--- src/sv/pmrg_pkg.sv ---
`timescale 1ns / 1ps
// ----------------------------------------------------------------------------
// pmrg_pkg
// shared types, constants and the arctangent table of the polar range grid
// ----------------------------------------------------------------------------
package pmrg_pkg;

	localparam int RANGE_W      = 16;
	localparam int ANGLE_W      = 16;
	localparam int CORDIC_STEPS = 24;
	localparam int Z_W          = 32;
	localparam int BPT_W        = 24;
	localparam int NBINS_W      = 11;
	localparam int IDX_W        = 20;

	localparam logic CMD_ADD  = 1'b0;
	localparam logic CMD_TEST = 1'b1;

	localparam logic [1:0] VERDICT_UNKNOWN = 2'd0;
	localparam logic [1:0] VERDICT_PASS    = 2'd1;
	localparam logic [1:0] VERDICT_FAIL    = 2'd2;

	localparam logic [1:0] REG_NUM_BINS    = 2'd0;
	localparam logic [1:0] REG_MIDDLE      = 2'd1;
	localparam logic [1:0] REG_BPT         = 2'd2;

	typedef enum logic [1:0] {
		FR_IDLE,
		FR_SQR,
		FR_RUN,
		FR_PUSH
	} fr_state_t;

	typedef enum logic [2:0] {
		BK_CLEAR,
		BK_IDLE,
		BK_MUL,
		BK_IDX,
		BK_READ,
		BK_UPD
	} bk_state_t;

	typedef struct packed {
		logic               cmd;
		logic [ANGLE_W-1:0] bearing;
		logic [RANGE_W-1:0] range;
		logic [RANGE_W-1:0] tol;
	} pmrg_entry_t;

	typedef struct packed {
		logic [NBINS_W-1:0] num_bins;
		logic [ANGLE_W-1:0] middle;
		logic [BPT_W-1:0]   bpt;
	} pmrg_cfg_t;

	// atan(2^-i) with 2^32 per turn
	function automatic logic [Z_W-1:0] atan_turn(input logic [4:0] i);
		logic [Z_W-1:0] r;
		case (i)
			5'd0:  r = 32'd536870912;
			5'd1:  r = 32'd316933406;
			5'd2:  r = 32'd167458907;
			5'd3:  r = 32'd85004756;
			5'd4:  r = 32'd42667331;
			5'd5:  r = 32'd21354465;
			5'd6:  r = 32'd10680862;
			5'd7:  r = 32'd5340245;
			5'd8:  r = 32'd2670163;
			5'd9:  r = 32'd1335087;
			5'd10: r = 32'd667544;
			5'd11: r = 32'd333772;
			5'd12: r = 32'd166886;
			5'd13: r = 32'd83443;
			5'd14: r = 32'd41722;
			5'd15: r = 32'd20861;
			5'd16: r = 32'd10430;
			5'd17: r = 32'd5215;
			5'd18: r = 32'd2608;
			5'd19: r = 32'd1304;
			5'd20: r = 32'd652;
			5'd21: r = 32'd326;
			5'd22: r = 32'd163;
			5'd23: r = 32'd81;
			default: r = '0;
		endcase
		return r;
	endfunction

endpackage

--- src/sv/pmrg_front.sv ---
`timescale 1ns / 1ps
// ----------------------------------------------------------------------------
// pmrg_front
// accepts items, runs cordic bearing and square root range for add items
// ----------------------------------------------------------------------------
module pmrg_front import pmrg_pkg::*; #(
	parameter int COORD_WIDTH = 16
) (
	input  logic                   clk,
	input  logic                   arst_n,
	input  logic                   take,
	input  logic                   cmd,
	input  logic [COORD_WIDTH-1:0] point_x,
	input  logic [COORD_WIDTH-1:0] point_y,
	input  logic [RANGE_W-1:0]     test_range,
	input  logic [ANGLE_W-1:0]     test_bearing,
	input  logic [RANGE_W-1:0]     range_tolerance,
	input  logic                   q_full,
	output logic                   q_push,
	output pmrg_entry_t            q_data,
	output logic                   active
);

	localparam int XW    = COORD_WIDTH + 27;
	localparam int K     = COORD_WIDTH + 1;
	localparam int SW    = 2 * K;
	localparam int STEPS = (K > CORDIC_STEPS) ? K : CORDIC_STEPS;

	fr_state_t state_q, state_d;

	logic                   cmd_q;
	logic                   zero_q;
	logic signed [XW-1:0]   x_q, y_q;
	logic [Z_W-1:0]         z_q;
	logic [COORD_WIDTH-1:0] ax_q, ay_q;
	logic [SW-1:0]          ax2_q, ay2_q;
	logic                   sum_q;
	logic [SW-1:0]          v_q, res_q, bit_q;
	logic [5:0]             cnt_q;
	logic [ANGLE_W-1:0]     tb_q;
	logic [RANGE_W-1:0]     tr_q, tol_q;

	logic signed [XW-1:0]   px_w, py_w;
	logic [Z_W-1:0]         zr_w;
	logic [SW-1:0]          trial_w;

	assign px_w    = XW'($signed(point_x)) <<< 24;
	assign py_w    = XW'($signed(point_y)) <<< 24;
	assign trial_w = res_q + bit_q;
	assign zr_w    = z_q + 32'h0000_8000;

	always_comb begin
		state_d = state_q;
		case (state_q)
			FR_IDLE: if (take) state_d = (cmd == CMD_TEST) ? FR_PUSH : FR_SQR;
			FR_SQR:  state_d = FR_RUN;
			FR_RUN:  if (!sum_q && cnt_q == 6'(STEPS - 1)) state_d = FR_PUSH;
			FR_PUSH: if (!q_full) state_d = FR_IDLE;
			default: state_d = FR_IDLE;
		endcase
	end

	always_comb begin
		active = (state_q != FR_IDLE);
		q_push = (state_q == FR_PUSH) && !q_full;
		q_data.cmd = cmd_q;
		q_data.tol = tol_q;
		if (cmd_q == CMD_TEST) begin
			q_data.bearing = tb_q;
			q_data.range   = tr_q;
		end else begin
			q_data.bearing = zero_q ? '0 : zr_w[Z_W-1 -: ANGLE_W];
			q_data.range   = (res_q > SW'(16'hFFFF)) ? 16'hFFFF : res_q[RANGE_W-1:0];
		end
	end

	always_ff @(posedge clk or negedge arst_n) begin
		if (!arst_n) begin
			state_q <= FR_IDLE;
		end else begin
			state_q <= state_d;
		end
	end

	always_ff @(posedge clk) begin
		case (state_q)
			FR_IDLE: begin
				cmd_q  <= cmd;
				tb_q   <= test_bearing;
				tr_q   <= test_range;
				tol_q  <= range_tolerance;
				zero_q <= (point_x == '0) && (point_y == '0);
				ax_q   <= point_x[COORD_WIDTH-1] ? (~point_x + 1'b1) : point_x;
				ay_q   <= point_y[COORD_WIDTH-1] ? (~point_y + 1'b1) : point_y;
				if (point_x[COORD_WIDTH-1]) begin
					x_q <= -px_w;
					y_q <= -py_w;
					z_q <= 32'h8000_0000;
				end else begin
					x_q <= px_w;
					y_q <= py_w;
					z_q <= '0;
				end
			end
			FR_SQR: begin
				ax2_q <= SW'(ax_q) * SW'(ax_q);
				ay2_q <= SW'(ay_q) * SW'(ay_q);
				sum_q <= 1'b1;
				cnt_q <= '0;
			end
			FR_RUN: begin
				if (sum_q) begin
					// squares are registered, form the radicand
					v_q   <= ax2_q + ay2_q;
					res_q <= '0;
					bit_q <= SW'(1) << (SW - 2);
					sum_q <= 1'b0;
				end else begin
					cnt_q <= cnt_q + 6'd1;
					if (cnt_q < 6'(CORDIC_STEPS)) begin
						if (!y_q[XW-1]) begin
							x_q <= x_q + (y_q >>> cnt_q);
							y_q <= y_q - (x_q >>> cnt_q);
							z_q <= z_q + atan_turn(cnt_q[4:0]);
						end else begin
							x_q <= x_q - (y_q >>> cnt_q);
							y_q <= y_q + (x_q >>> cnt_q);
							z_q <= z_q - atan_turn(cnt_q[4:0]);
						end
					end
					if (cnt_q < 6'(K)) begin
						if (v_q >= trial_w) begin
							v_q   <= v_q - trial_w;
							res_q <= (res_q >> 1) + bit_q;
						end else begin
							res_q <= res_q >> 1;
						end
						bit_q <= bit_q >> 2;
					end
				end
			end
			default: begin
			end
		endcase
	end

endmodule

--- config.mk ---
export PLATFORM = sky130hd
export DESIGN_NAME = pmrg_front
export DESIGN_NICKNAME = d
export VERILOG_FILES = /design/src/sv/pmrg_pkg.sv /design/src/sv/pmrg_front.sv
export SDC_FILE = /design/constraint.sdc
export NUM_CORES = 2
export LEC_CHECK = 0
export ABC_AREA = 0
export BUFFER_PORTS_ARGS = -buffer_cell sky130_fd_sc_hd__buf_2
export CORE_ASPECT_RATIO = 0.75
export CORE_MARGIN = 5
export CORE_UTILIZATION = 57
export CTS_CLUSTER_SIZE = 28
export DETAILED_ROUTE_END_ITERATION = 10
export PLACE_DENSITY = 0.74
export REMOVE_ABC_BUFFERS = 1
export SLEW_MARGIN = 20
export SYNTH_ARGS = -nofsm -noshare
export SYNTH_HDL_FRONTEND = slang
export SYNTH_SLANG_ARGS = --single-unit
--- constraint.sdc ---
create_clock -name clk -period 27.1 [get_ports clk]
set_input_delay 1.355 -clock clk [delete_from_list [all_inputs] [get_ports clk]]
set_output_delay 1.355 -clock clk [all_outputs]
set_load 0.005 [all_outputs]
==> reports/qor.csv <==
metric,value,unit
grt met1 use,0.410,
GR peak layer,met2,
initial core utilization,0.575,
Hold Buf Count CTS,0,
Worst Skew,0.0464,ns
setup slack after layout,18.56,ns
top_reg_cell synth,edfxtp_1,
register area share after synthesis,0.229,
DR vias/cell,6.13,
Slew @ Worst Pin,1.25,ns
CTS H-tree depth,2,
largest net degree at the start of global routing,79,
die extent in y,265,um
Mapped Area,0.0493,mm2
CTS max path bufs,3,
CP required,27.48,ns
CTS tree,done,
crit end category,flip-flop,
Clock Latency Late Sink,0.63,ns
area grow syn2layout,6.06,%
Peak Freq,117,MHz
Hold Slack,0.513,ns
Global Route Usage Sum,0.282,
Worst R2R Start,cnt_q[1],
Fin. Hold Viols,0,
R2R cell count,26,
largest area contributor in the netlist,edfxtp_1,
"Reg clk slew, reported paths",0.06,ns
CP endpoint,x_q[39],
Final Cell Area,0.0523,mm2
placed cell areas,0.0507,mm2
CP startpoint kind,flip-flop,
Placer Congestion,1.01,
core area,0.0858,mm2
HP Class,in2async,
total negative slack,0,ns
DPL Wire Length,102000,um
RSZ-0062 raised after global routing,false,
layout cells sized above 1,0.0856,
Slew HR,0.154,
Avg WL per Cell,20.2,um
I/O Pins,136,
vias in the first global route,38187,
status,completed,
post_cts resized,0,
Total Nets Final,6272,
reg-to-reg critical path endpoint,x_q[39],
antenna violations before repair,2,
max-slew violations,0,
total CTS buffers,45,
R2R setup slack,18.56,ns
Avg Inst Size Synth,9.11,um2
fin crit share,0.315,
count of cell types in the netlist,124,
pre-CTS setup slack,18.80,ns
CP Class,reg2reg,
via count,40417,
routed wire length,133000,um
drt drc,0,
fraction of registers with async set/reset,0.00518,
Worst Setup SP,cnt_q[1],
Yosys warning count,0,
DRT iter0 DRCs,3987,
max_cap viols,0,
CP max FO,75,
Pre-Repair DR Iteration Count,7,
minimum clock period,8.54,ns
CP arrival,8.92,ns
met3 Usage GRT,0.0597,
post-route ant nets,0,
PortBufs,135,
CTS root buffer,clkbuf_16,
register bit total from synthesis,386,
Core Rows,93,
Sinks on Clock Net,386,
die width,349,um
global-route wire length before repair,211000,um
Post-CTS Setup Bufs,0,
share of the synthesized area in the top cell type,0.216,
DIE AREA,0.0925,mm2
met2 usage,0.427,
Synth Instances,5406,
number of synthesized flops with an enable pin,354,
Synth area leaders,"edfxtp_1 (22%), fa_1 (13%), ha_1 (11%), xnor2_1 (4.7%), inv_1 (4.4%)",
# setup viols final,0,
GRT overflow,0,
-- Yosys cell counts, types with 27 or more instances --
master / number
nor2_1: 478
and3_1: 35
nand2b_1: 61
dfxtp_1: 30
nand3_1: 67
nand2_1: 516
a211oi_1: 46
clkbuf_1: 142
mux4_2: 72
nor3_1: 76
fa_1: 332
mux2i_1: 99
a21oi_1: 331
o22ai_1: 33
mux2_2: 45
a21o_1: 113
and2_1: 109
o21a_1: 43
ha_1: 439
inv_1: 579
a31oi_1: 70
xor2_1: 158
nand4_1: 27
xnor2_1: 264
edfxtp_1: 354
o21bai_1: 43
nor2b_1: 75
o211ai_1: 35
o21ai_0: 259
-- worst min-delay path by stage --
| stage | from | end | slack [ns] | cells after the start |
|---|---|---|---|---|
| after floorplan | state_q[0] | state_q[0] | 0.53 | 1 |
| after global placement | state_q[0] | state_q[0] | 0.57 | 1 |
| after detailed placement | state_q[0] | state_q[0] | 0.57 | 1 |
| after CTS | arst_n | state_q[1] | 0.47 | 1 |
| after global routing | arst_n | state_q[1] | 0.49 | 1 |
| final | arst_n | state_q[1] | 0.51 | 1 |
-- kinds of logic after synthesis --
group | after synthesis | share of synthesized area
buffers and inverters | 800 | 0.0666
XOR/XNOR | 422 | 0.0750
AO/OA/AOI/OAI | 1195 | 0.155
multiplexers | 246 | 0.0757
adder cells (fa/ha/maj) | 771 | 0.246
AND/OR/NAND/NOR | 1586 | 0.152
flip-flops | 386 | 0.229
-- cell type report --
| type | instances | area (um2) |
|---|---|---|
| repair buffers | 178 | 998 |
| inverters | 585 | 2200 |
| fillers | 7349 | 33500 |
| clock buffers | 48 | 1160 |
| well taps | 1140 | 1430 |
| diodes | 1 | 2.50 |
| multi-input cells | 4220 | 34800 |
| flip-flops and latches | 386 | 11300 |
| clock inverters | 36 | 410 |
-- through the flow --
step / util / std cells
floorplan: - / 5191
global placement: 0.591 / 6509
detailed placement: 0.591 / 6509
CTS: 0.609 / 6593
global route: 0.609 / 6594
finish: 0.609 / 6594
-- cell usage in the layout, fill, tap and decap left out, drive strengths merged, types with 26 or more instances in the layout --
| cell type | synthesis | layout |
|---|---|---|
| a211oi | 46 | 46 |
| a21o | 113 | 113 |
| a21oi | 334 | 334 |
| a31oi | 70 | 70 |
| and2 | 112 | 112 |
| and3 | 37 | 37 |
| buf | 69 | 178 |
| clkbuf | 145 | 48 |
| clkinv | 3 | 26 |
| dfxtp | 30 | 30 |
| edfxtp | 354 | 354 |
| fa | 332 | 332 |
| ha | 439 | 439 |
| inv | 582 | 583 |
| mux2 | 57 | 57 |
| mux2i | 100 | 100 |
| mux4 | 89 | 89 |
| nand2 | 519 | 519 |
| nand2b | 61 | 61 |
| nand3 | 68 | 68 |
| nand4 | 28 | 28 |
| nor2 | 480 | 480 |
| nor2b | 75 | 75 |
| nor3 | 77 | 77 |
| o211ai | 36 | 36 |
| o21a | 43 | 43 |
| o21ai | 262 | 262 |
| o21bai | 43 | 43 |
| o22ai | 33 | 33 |
| o31ai | 26 | 26 |
| or2 | 28 | 28 |
| xnor2 | 264 | 264 |
| xor2 | 158 | 158 |
-- registers in the layout (all words and copies together) (netlist names), 6 cells and up, named ones only --
name and cells:
tol_q 16, ax_q 16, ax2_q 31, x_q 43, ay_q 16, z_q 32, v_q 34, res_q 34
y_q 43, ay2_q 31, tb_q 16, bit_q 17, tr_q 16, cnt_q 6
-- routing by layer --
| metal | routed length (um) | vias to the layer above |
|---|---|---|
| li1 | - | 18985 |
| met1 | 58700 | 19313 |
| met2 | 57900 | 1835 |
| met3 | 12300 | 278 |
| met4 | 4210 | 6 |
| met5 | 151 | - |
-- worst max-delay path: stages, from the launching register on --
cell	delay [ns]
edfxtp_1	0.32
buf_4	0.73
buf_4	0.83
mux4_1	0.47
mux2_2	0.33
o21ai_0	0.49
o211ai_1	0.25
o21ai_0	0.26
ha_1	0.26
nand2_1	0.12
nor4_4	0.25
nand2_1	0.10
mux2_2	0.27
o22ai_1	0.20
ha_1	0.34
a211oi_1	0.26
o21ai_0	0.12
a221oi_1	0.33
o2111ai_1	0.27
a221oi_1	0.69
o31ai_1	0.23
a21oi_1	0.29
nand2_1	0.09
o2111ai_1	0.14
nor2b_1	0.20
xnor2_1	0.07
mux2_2	0.27
Power is not shown: default switching activity piles up to over one toggle a cycle in this logic, so the estimate is an artifact.
