File: src/sv/pmrg_pkg.sv
`timescale 1ns / 1ps
// ----------------------------------------------------------------------------
// pmrg_pkg
// shared types, constants and the arctangent table of the polar range grid
// ----------------------------------------------------------------------------
package pmrg_pkg;

	localparam int RANGE_W      = 16;
	localparam int ANGLE_W      = 16;
	localparam int CORDIC_STEPS = 24;
	localparam int Z_W          = 32;
	localparam int BPT_W        = 24;
	localparam int NBINS_W      = 11;
	localparam int IDX_W        = 20;

	localparam logic CMD_ADD  = 1'b0;
	localparam logic CMD_TEST = 1'b1;

	localparam logic [1:0] VERDICT_UNKNOWN = 2'd0;
	localparam logic [1:0] VERDICT_PASS    = 2'd1;
	localparam logic [1:0] VERDICT_FAIL    = 2'd2;

	localparam logic [1:0] REG_NUM_BINS    = 2'd0;
	localparam logic [1:0] REG_MIDDLE      = 2'd1;
	localparam logic [1:0] REG_BPT         = 2'd2;

	typedef enum logic [1:0] {
		FR_IDLE,
		FR_SQR,
		FR_RUN,
		FR_PUSH
	} fr_state_t;

	typedef enum logic [2:0] {
		BK_CLEAR,
		BK_IDLE,
		BK_MUL,
		BK_IDX,
		BK_READ,
		BK_UPD
	} bk_state_t;

	typedef struct packed {
		logic               cmd;
		logic [ANGLE_W-1:0] bearing;
		logic [RANGE_W-1:0] range;
		logic [RANGE_W-1:0] tol;
	} pmrg_entry_t;

	typedef struct packed {
		logic [NBINS_W-1:0] num_bins;
		logic [ANGLE_W-1:0] middle;
		logic [BPT_W-1:0]   bpt;
	} pmrg_cfg_t;

	// atan(2^-i) with 2^32 per turn
	function automatic logic [Z_W-1:0] atan_turn(input logic [4:0] i);
		logic [Z_W-1:0] r;
		case (i)
			5'd0:  r = 32'd536870912;
			5'd1:  r = 32'd316933406;
			5'd2:  r = 32'd167458907;
			5'd3:  r = 32'd85004756;
			5'd4:  r = 32'd42667331;
			5'd5:  r = 32'd21354465;
			5'd6:  r = 32'd10680862;
			5'd7:  r = 32'd5340245;
			5'd8:  r = 32'd2670163;
			5'd9:  r = 32'd1335087;
			5'd10: r = 32'd667544;
			5'd11: r = 32'd333772;
			5'd12: r = 32'd166886;
			5'd13: r = 32'd83443;
			5'd14: r = 32'd41722;
			5'd15: r = 32'd20861;
			5'd16: r = 32'd10430;
			5'd17: r = 32'd5215;
			5'd18: r = 32'd2608;
			5'd19: r = 32'd1304;
			5'd20: r = 32'd652;
			5'd21: r = 32'd326;
			5'd22: r = 32'd163;
			5'd23: r = 32'd81;
			default: r = '0;
		endcase
		return r;
	endfunction

endpackage

File: src/sv/pmrg_fifo.sv
`timescale 1ns / 1ps
// ----------------------------------------------------------------------------
// pmrg_fifo
// short queue of classified items between front and back
// ----------------------------------------------------------------------------
module pmrg_fifo import pmrg_pkg::*; (
	input  logic        clk,
	input  logic        arst_n,
	input  logic        push,
	input  pmrg_entry_t wdata,
	input  logic        pop,
	output pmrg_entry_t rdata,
	output logic        empty,
	output logic        full
);

	pmrg_entry_t mem_q [4];
	logic [1:0]  wp_q, rp_q;
	logic [2:0]  cnt_q;

	assign empty = (cnt_q == 3'd0);
	assign full  = (cnt_q == 3'd4);
	assign rdata = mem_q[rp_q];

	always_ff @(posedge clk or negedge arst_n) begin
		if (!arst_n) begin
			wp_q  <= '0;
			rp_q  <= '0;
			cnt_q <= '0;
		end else begin
			if (push) wp_q <= wp_q + 2'd1;
			if (pop) rp_q <= rp_q + 2'd1;
			cnt_q <= cnt_q + {2'b0, push} - {2'b0, pop};
		end
	end

	always_ff @(posedge clk) begin
		if (push) mem_q[wp_q] <= wdata;
	end

endmodule

File: config.mk
export PLATFORM = sky130hd
export DESIGN_NAME = pmrg_fifo
export DESIGN_NICKNAME = d
export VERILOG_FILES = /design/src/sv/pmrg_pkg.sv /design/src/sv/pmrg_fifo.sv
export SDC_FILE = /design/constraint.sdc
export NUM_CORES = 1
export LEC_CHECK = 0
export ABC_CLOCK_PERIOD_IN_PS = 3120
export BUFFER_PORTS_ARGS = -buffer_cell sky130_fd_sc_hd__buf_4
export CORE_MARGIN = 5
export CORE_UTILIZATION = 44
export CTS_BUF_LIST = sky130_fd_sc_hd__clkbuf_4 sky130_fd_sc_hd__clkbuf_8
export DETAILED_ROUTE_END_ITERATION = 8
export PLACE_DENSITY_LB_ADDON = 0.12
export SLEW_MARGIN = 5
export SYNTH_ARGS = -nofsm -noshare
export SYNTH_HDL_FRONTEND = slang
export SYNTH_SLANG_ARGS = --single-unit
File: constraint.sdc
create_clock -name clk -period 3.12 [get_ports clk]
set_input_delay 0.156 -clock clk [delete_from_list [all_inputs] [get_ports clk]]
set_output_delay 0.156 -clock clk [all_outputs]
set_load 0.02 [all_outputs]
==> results.cfg, run 1 <==
[clock_tree]
insertion_delay_ps = 500
clk_pin_slew_ps = 50
cts-resized-gates = 0
cts_tree = done
numCtsBuffers = 36
htreeDepth = 2
clockBufferDepth = 3
cts-root-buf = clkbuf_8
cts_sinks = 203

[yosys]
synthDominantCellAreaShare = 0.783
synth_edf_count = 196
synth_common_cells = edfxtp_1 (196), mux4_2 (48), dfrtp_1 (7)
ys.flop_type = edfxtp_1
synth.area.top_cells = edfxtp_1 (78%), mux4_2 (14%), dfrtp_1 (2.3%), buf_12 (1.3%), ha_1 (1.0%)
synth_cell_types = 18
synth-seq-cells = 203
syn_area_um2 = 7520
yosys.area.top_type = edfxtp_1
netlist_instances = 291
ys_seq_area_frac = 0.806
ys_warn_count = 0
async_flop_share = 0.0345
yosysMostFrequentCell = edfxtp_1
syn_nets = 351
syn_avg_cell_area_um2 = 25.8

[global_route]
grt_max_degree = 39
grt.overflow.total = 0
grt_pass1_wl_mm = 21.6
grt_usage = 0.142
grt_pass1_vias = 3967
antenna_found_initial = 0

[drt]
dr.pass1.iters = 4
wirelength_mm = 13.8
detail-route-antenna-nets = 0
drc = 0
drt_iter0_markers = 179
wl_per_cell_um = 19.1
via_per_inst = 4.92
vias = 3568

[worst_setup_path]
r2r-start = wp_q[0]$_DFFE_PN0P_
endpoint_kind = output port
reg2reg_slack_ps = 1270
slowest_stage = dfrtp_4
required_ps = 2960
r2r_cells = 4
arrival_ps = 2290
crit_end = rdata[19]
crit_path_start = rp_q[0]$_DFFE_PN0P_
cpLargestDelayFamily = flip-flops
worst_path_largest_cell_delay_ps = 780
path_depth = 3
path_buf_inv = 2
path_class = reg2out
start_kind = flop
reg2reg_to = mem_q[0][47]$_DFFE_PP_
cp_cell_sequence = buf_12 -> mux4_2 -> buf_4
critPathMaxFanout = 27

[timing]
worst_slew_pin_slew_ps = 648
finalHoldViolations = 0
rsz0062_at_grt = no
fmax_ghz = 0.409
relSlewSlack = 0.568
tns_ps = 0
worst_slack_ps = 674
fin_crit_ps = 2450
setup_violations = 0
final_max_slew_viol_count = 0
finClkSkew_ps = 18.1
fin_crit_sh = 0.784
worst_hold_slack_ps = 405

[worst_hold_path]
hp-class = in2reg
worst_hold_path.num_cells = 2

[layout]
ff_latch_area_um2 = 6070
multi_input_area_um2 = 1300
nFillCells = 1269
layout-drive-gt1-share = 0.436
antenna_cells = 0
syn_to_final_growth_pct = 30.0
final_nets = 540

[place]
globalplace.congestion = 0.690
dp_hpwl_mm = 7.98
place_ws_ps = 1100
portBuffers = 103

[floorplan]
rows = 47
ios = 104
start_util = 0.450
chipHeight_um = 141
core_area_um2 = 16700
dieArea_um2 = 19800
die_width_um = 141

[power_and_ir_drop]
peakVddDrop_mv = 0.421
power_leakage_nw = 3.46
powerDensity_nw_per_um2 = 928

[flow_run]
drv_cap = 0

[run_status]
status = finished, final reports clean
where the power goes:
part           total, mW  internal, mW  leakage, nW  switching [mW]
Sequential          3.83          3.58         1.88           0.252
Combinational       2.96          1.43         1.22            1.53
Clock               2.28          1.30        0.365           0.983
Total               9.07          6.31         3.46            2.76
cell usage in the layout, fill, tap and decap left out:
| cell type | instances |
|---|---|
| o21ai_0 | 1 |
| ha_1 | 6 |
| dfrtp_2 | 1 |
| mux4_1 | 1 |
| and3_1 | 1 |
| dfrtp_4 | 1 |
| and2_2 | 4 |
| inv_1 | 6 |
| buf_12 | 6 |
| dfrtp_1 | 5 |
| clkinv_1 | 7 |
| edfxtp_1 | 196 |
| nor3_1 | 1 |
| clkbuf_8 | 38 |
| buf_4 | 104 |
| clkbuf_4 | 15 |
| xor2_1 | 3 |
| clkinv_2 | 3 |
| mux4_2 | 48 |
| fa_1 | 1 |
| dlygate4sd3_1 | 53 |
| xnor2_1 | 2 |
| nand2_1 | 2 |
metrics by stage:
step / utilization / instance area, µm² / instances / power, mW
2_1_floorplan: - / 7520 / 291 / 5.78
3_3_place_gp: 0.513 / 8560 / 609 / 6.85
3_5_place_dp: 0.513 / 8560 / 609 / 6.89
4_1_cts: 0.585 / 9770 / 725 / 9.27
5_1_grt: 0.585 / 9770 / 725 / 9.54
6_report: 0.585 / 9770 / 725 / 9.07
metal layers:
metal | up-vias | GRT usage | part of all wire
li1 | 1615 | - | -
met1 | 1841 | 0.183 | 0.41
met2 | 92 | 0.234 | 0.51
met3 | 20 | 0.0420 | 0.062
met4 | 0 | 0.0459 | 0.016
met5 | - | 0 | 0
cell families (layout without fill, tap and decap cells):
group                    count (synthesis)  count (layout)  share of synthesized area
XOR/XNOR                                 5               5                    0.00583
AND/OR/NAND/NOR                          8               8                    0.00582
AO/OA/AOI/OAI                            1               1                   0.000665
adder cells (fa/ha/maj)                  7               7                     0.0126
multiplexers                            49              49                      0.147
buffers and inverters                   18             232                     0.0216
flip-flops                             203             203                      0.806
sequential cells by signal, indices dropped and copies added, names as in the netlist:
name   count
cnt_q      3
mem_q    196
rp_q       2
wp_q       2
worst min-delay path by stage:
stage | startpoint | end | slack (ps)
after CTS | wdata[43] | mem_q[0][43]$_DFFE_PP_ | 360
after global placement | arst_n | wp_q[0]$_DFFE_PN0P_ | -30
after detailed placement | arst_n | wp_q[0]$_DFFE_PN0P_ | -20
final | wdata[6] | mem_q[0][6]$_DFFE_PP_ | 400
after floorplan | arst_n | cnt_q[0]$_DFF_PN0_ | -140
after global routing | wdata[22] | mem_q[1][22]$_DFFE_PP_ | 380
area by class of cell:
| type | count | area share |
|---|---|---|
| inverter | 6 | 0.00230 |
| multi-input combinational | 70 | 0.133 |
| timing repair buffer | 163 | 0.146 |
| sequential | 203 | 0.621 |
| clock buffer | 53 | 0.0650 |
| clock inverter | 10 | 0.00423 |
| tap | 220 | 0.0282 |
timing repair:
item,4_1_cts,5_1_grt
hold buffers,53,0
hold endpoints to repair,208,0
setup buffers,0,0
endpoints found under the setup margin,0,0
Note: power is estimated with default switching activity, not from simulation.
==> run 2, diff against run 1 <==
- ABC_CLOCK_PERIOD_IN_PS: 3120 -> 2500
- clock period: 3.12 -> 2.5 ns (I/O delays scaled with it)
==> run 2 against run 1 <==
Power rose by 26%; flip-flop and latch count unchanged; worst hold slack lost 37 ps; critical endpoint is now rdata[48].
==> results.cfg, run 2 (synthesis gave the netlist of run 1 again) <==
[run_status]
status = finished, final reports clean

[floorplan]
chipHeight_um = 141
die_width_um = 141
core_area_um2 = 16700
start_util = 0.450
rows = 47
dieArea_um2 = 19800
ios = 104

[timing]
final_max_slew_viol_count = 0
fin_crit_sh = 0.920
finClkSkew_ps = 11.2
relSlewSlack = 0.747
worst_slew_pin_slew_ps = 378
worst_hold_slack_ps = 368
rsz0062_at_grt = no
worst_slack_ps = 201
fin_crit_ps = 2300
setup_violations = 0
finalHoldViolations = 0
fmax_ghz = 0.435
tns_ps = 0

[worst_setup_path]
critPathMaxFanout = 21
path_class = reg2out
required_ps = 2380
endpoint_kind = output port
start_kind = flop
arrival_ps = 2170

[power_and_ir_drop]
peakVddDrop_mv = 0.600
powerDensity_nw_per_um2 = 1160
p_total_mw = 11.4
power_leakage_nw = 3.47

[layout]
multi_input_area_um2 = 1300
largest_reg_flops = 196
final_cell_mix = edfxtp_1 (196), buf_4 (104), dlygate4sd3_1 (53)
largest_registers = mem_q (196), cnt_q (3)
layout-drive-gt1-share = 0.435
ff_latch_area_um2 = 6070
syn_to_final_growth_pct = 30.4
regMostFlops = mem_q
fin_util = 0.587
nFillCells = 1295
final_nets = 540
layout_commonest_cell = edfxtp_1

[drt]
via_per_inst = 4.93
dr.pass1.iters = 4
wirelength_mm = 14.0
vias = 3573
drc = 0
drt_iter0_markers = 188
detail-route-antenna-nets = 0
wl_per_cell_um = 19.4

[clock_tree]
insertion_delay_ps = 500
ctsHoldBuffers = 53
cts_sinks = 203
clockBufferDepth = 3
cts_tree = done
cts-resized-gates = 0
cts-root-buf = clkbuf_8
clk_pin_slew_ps = 60
numCtsBuffers = 35
post_cts_buffers = 0
htreeDepth = 2

[global_route]
grt_pass1_wl_mm = 22.0
grt_usage = 0.145
grt.overflow.total = 0
grt_max_degree = 50
antenna_found_initial = 1
grt_pass1_vias = 4045

[place]
portBuffers = 103
dp_hpwl_mm = 7.80
globalplace.congestion = 0.701
place_ws_ps = 663

[worst_hold_path]
hp-class = in2reg

[flow_run]
drv_cap = 0
-- run 2: cell types whose count changed in the layout (fill, tap and decap cells not counted) --
cell       previous run  this run
clkbuf_4             15        12
buf_12                6         7
bufinv_16             0         1
clkinv_2              3         2
clkinv_4              0         1
diode_2               0         1
-- run 2: path summary, 6_finish.rpt --
check / start / endpoint / slack, ps / depth (start not counted)
setup / recovery: rp_q[0]$_DFFE_PN0P_ / rdata[48] / 200 / 3
hold / removal: wdata[45] / mem_q[0][45]$_DFFE_PP_ / 370 / 2
setup reg to reg: cnt_q[0]$_DFF_PN0_ / cnt_q[2]$_DFF_PN0_ / 960 / 6
hold reg to reg: wp_q[0]$_DFFE_PN0P_ / wp_q[0]$_DFFE_PN0P_ / 520 / 1
max in group asynchronous: arst_n / rp_q[0]$_DFFE_PN0P_ / 1570 / 3
min in group asynchronous: arst_n / rp_q[1]$_DFFE_PN0P_ / 620 / 3
-- run 2: cell type report --
cell class	instances	area share
sequential	203	0.619
timing repair buffer	164	0.148
multi-input combinational	70	0.133
clock buffer	50	0.0625
tap	220	0.0281
clock inverter	11	0.00766
inverter	6	0.00230
antenna	1	0.000255
-- run 2: critical path, stage by stage, from the launching register on --
cell and delay, ps:
dfrtp_4 660, buf_12 260, mux4_1 570, buf_4 170
-- run 2: where the power goes --
| part | internal (mW) | total, mW | switching (mW) |
|---|---|---|---|
| Combinational | 1.82 | 3.77 | 1.95 |
| Clock | 1.68 | 2.91 | 1.23 |
| Sequential | 4.46 | 4.74 | 0.275 |
-- run 2: layer usage --
| metal | vias to the layer above | part of all wire | GRT usage |
|---|---|---|---|
| met3 | 23 | 0.053 | 0.0396 |
| met4 | 0 | 0.021 | 0.0500 |
| met1 | 1846 | 0.42 | 0.192 |
| met2 | 87 | 0.50 | 0.235 |
| li1 | 1617 | - | - |
| met5 | - | 0 | 0 |
-- run 2: per-stage QoR --
stage          std cells  instance area, µm²
2_1_floorplan        291                7520
5_1_grt              725                9810
4_1_cts              724                9800
3_3_place_gp         610                8580
3_5_place_dp         610                8580
6_report             725                9810
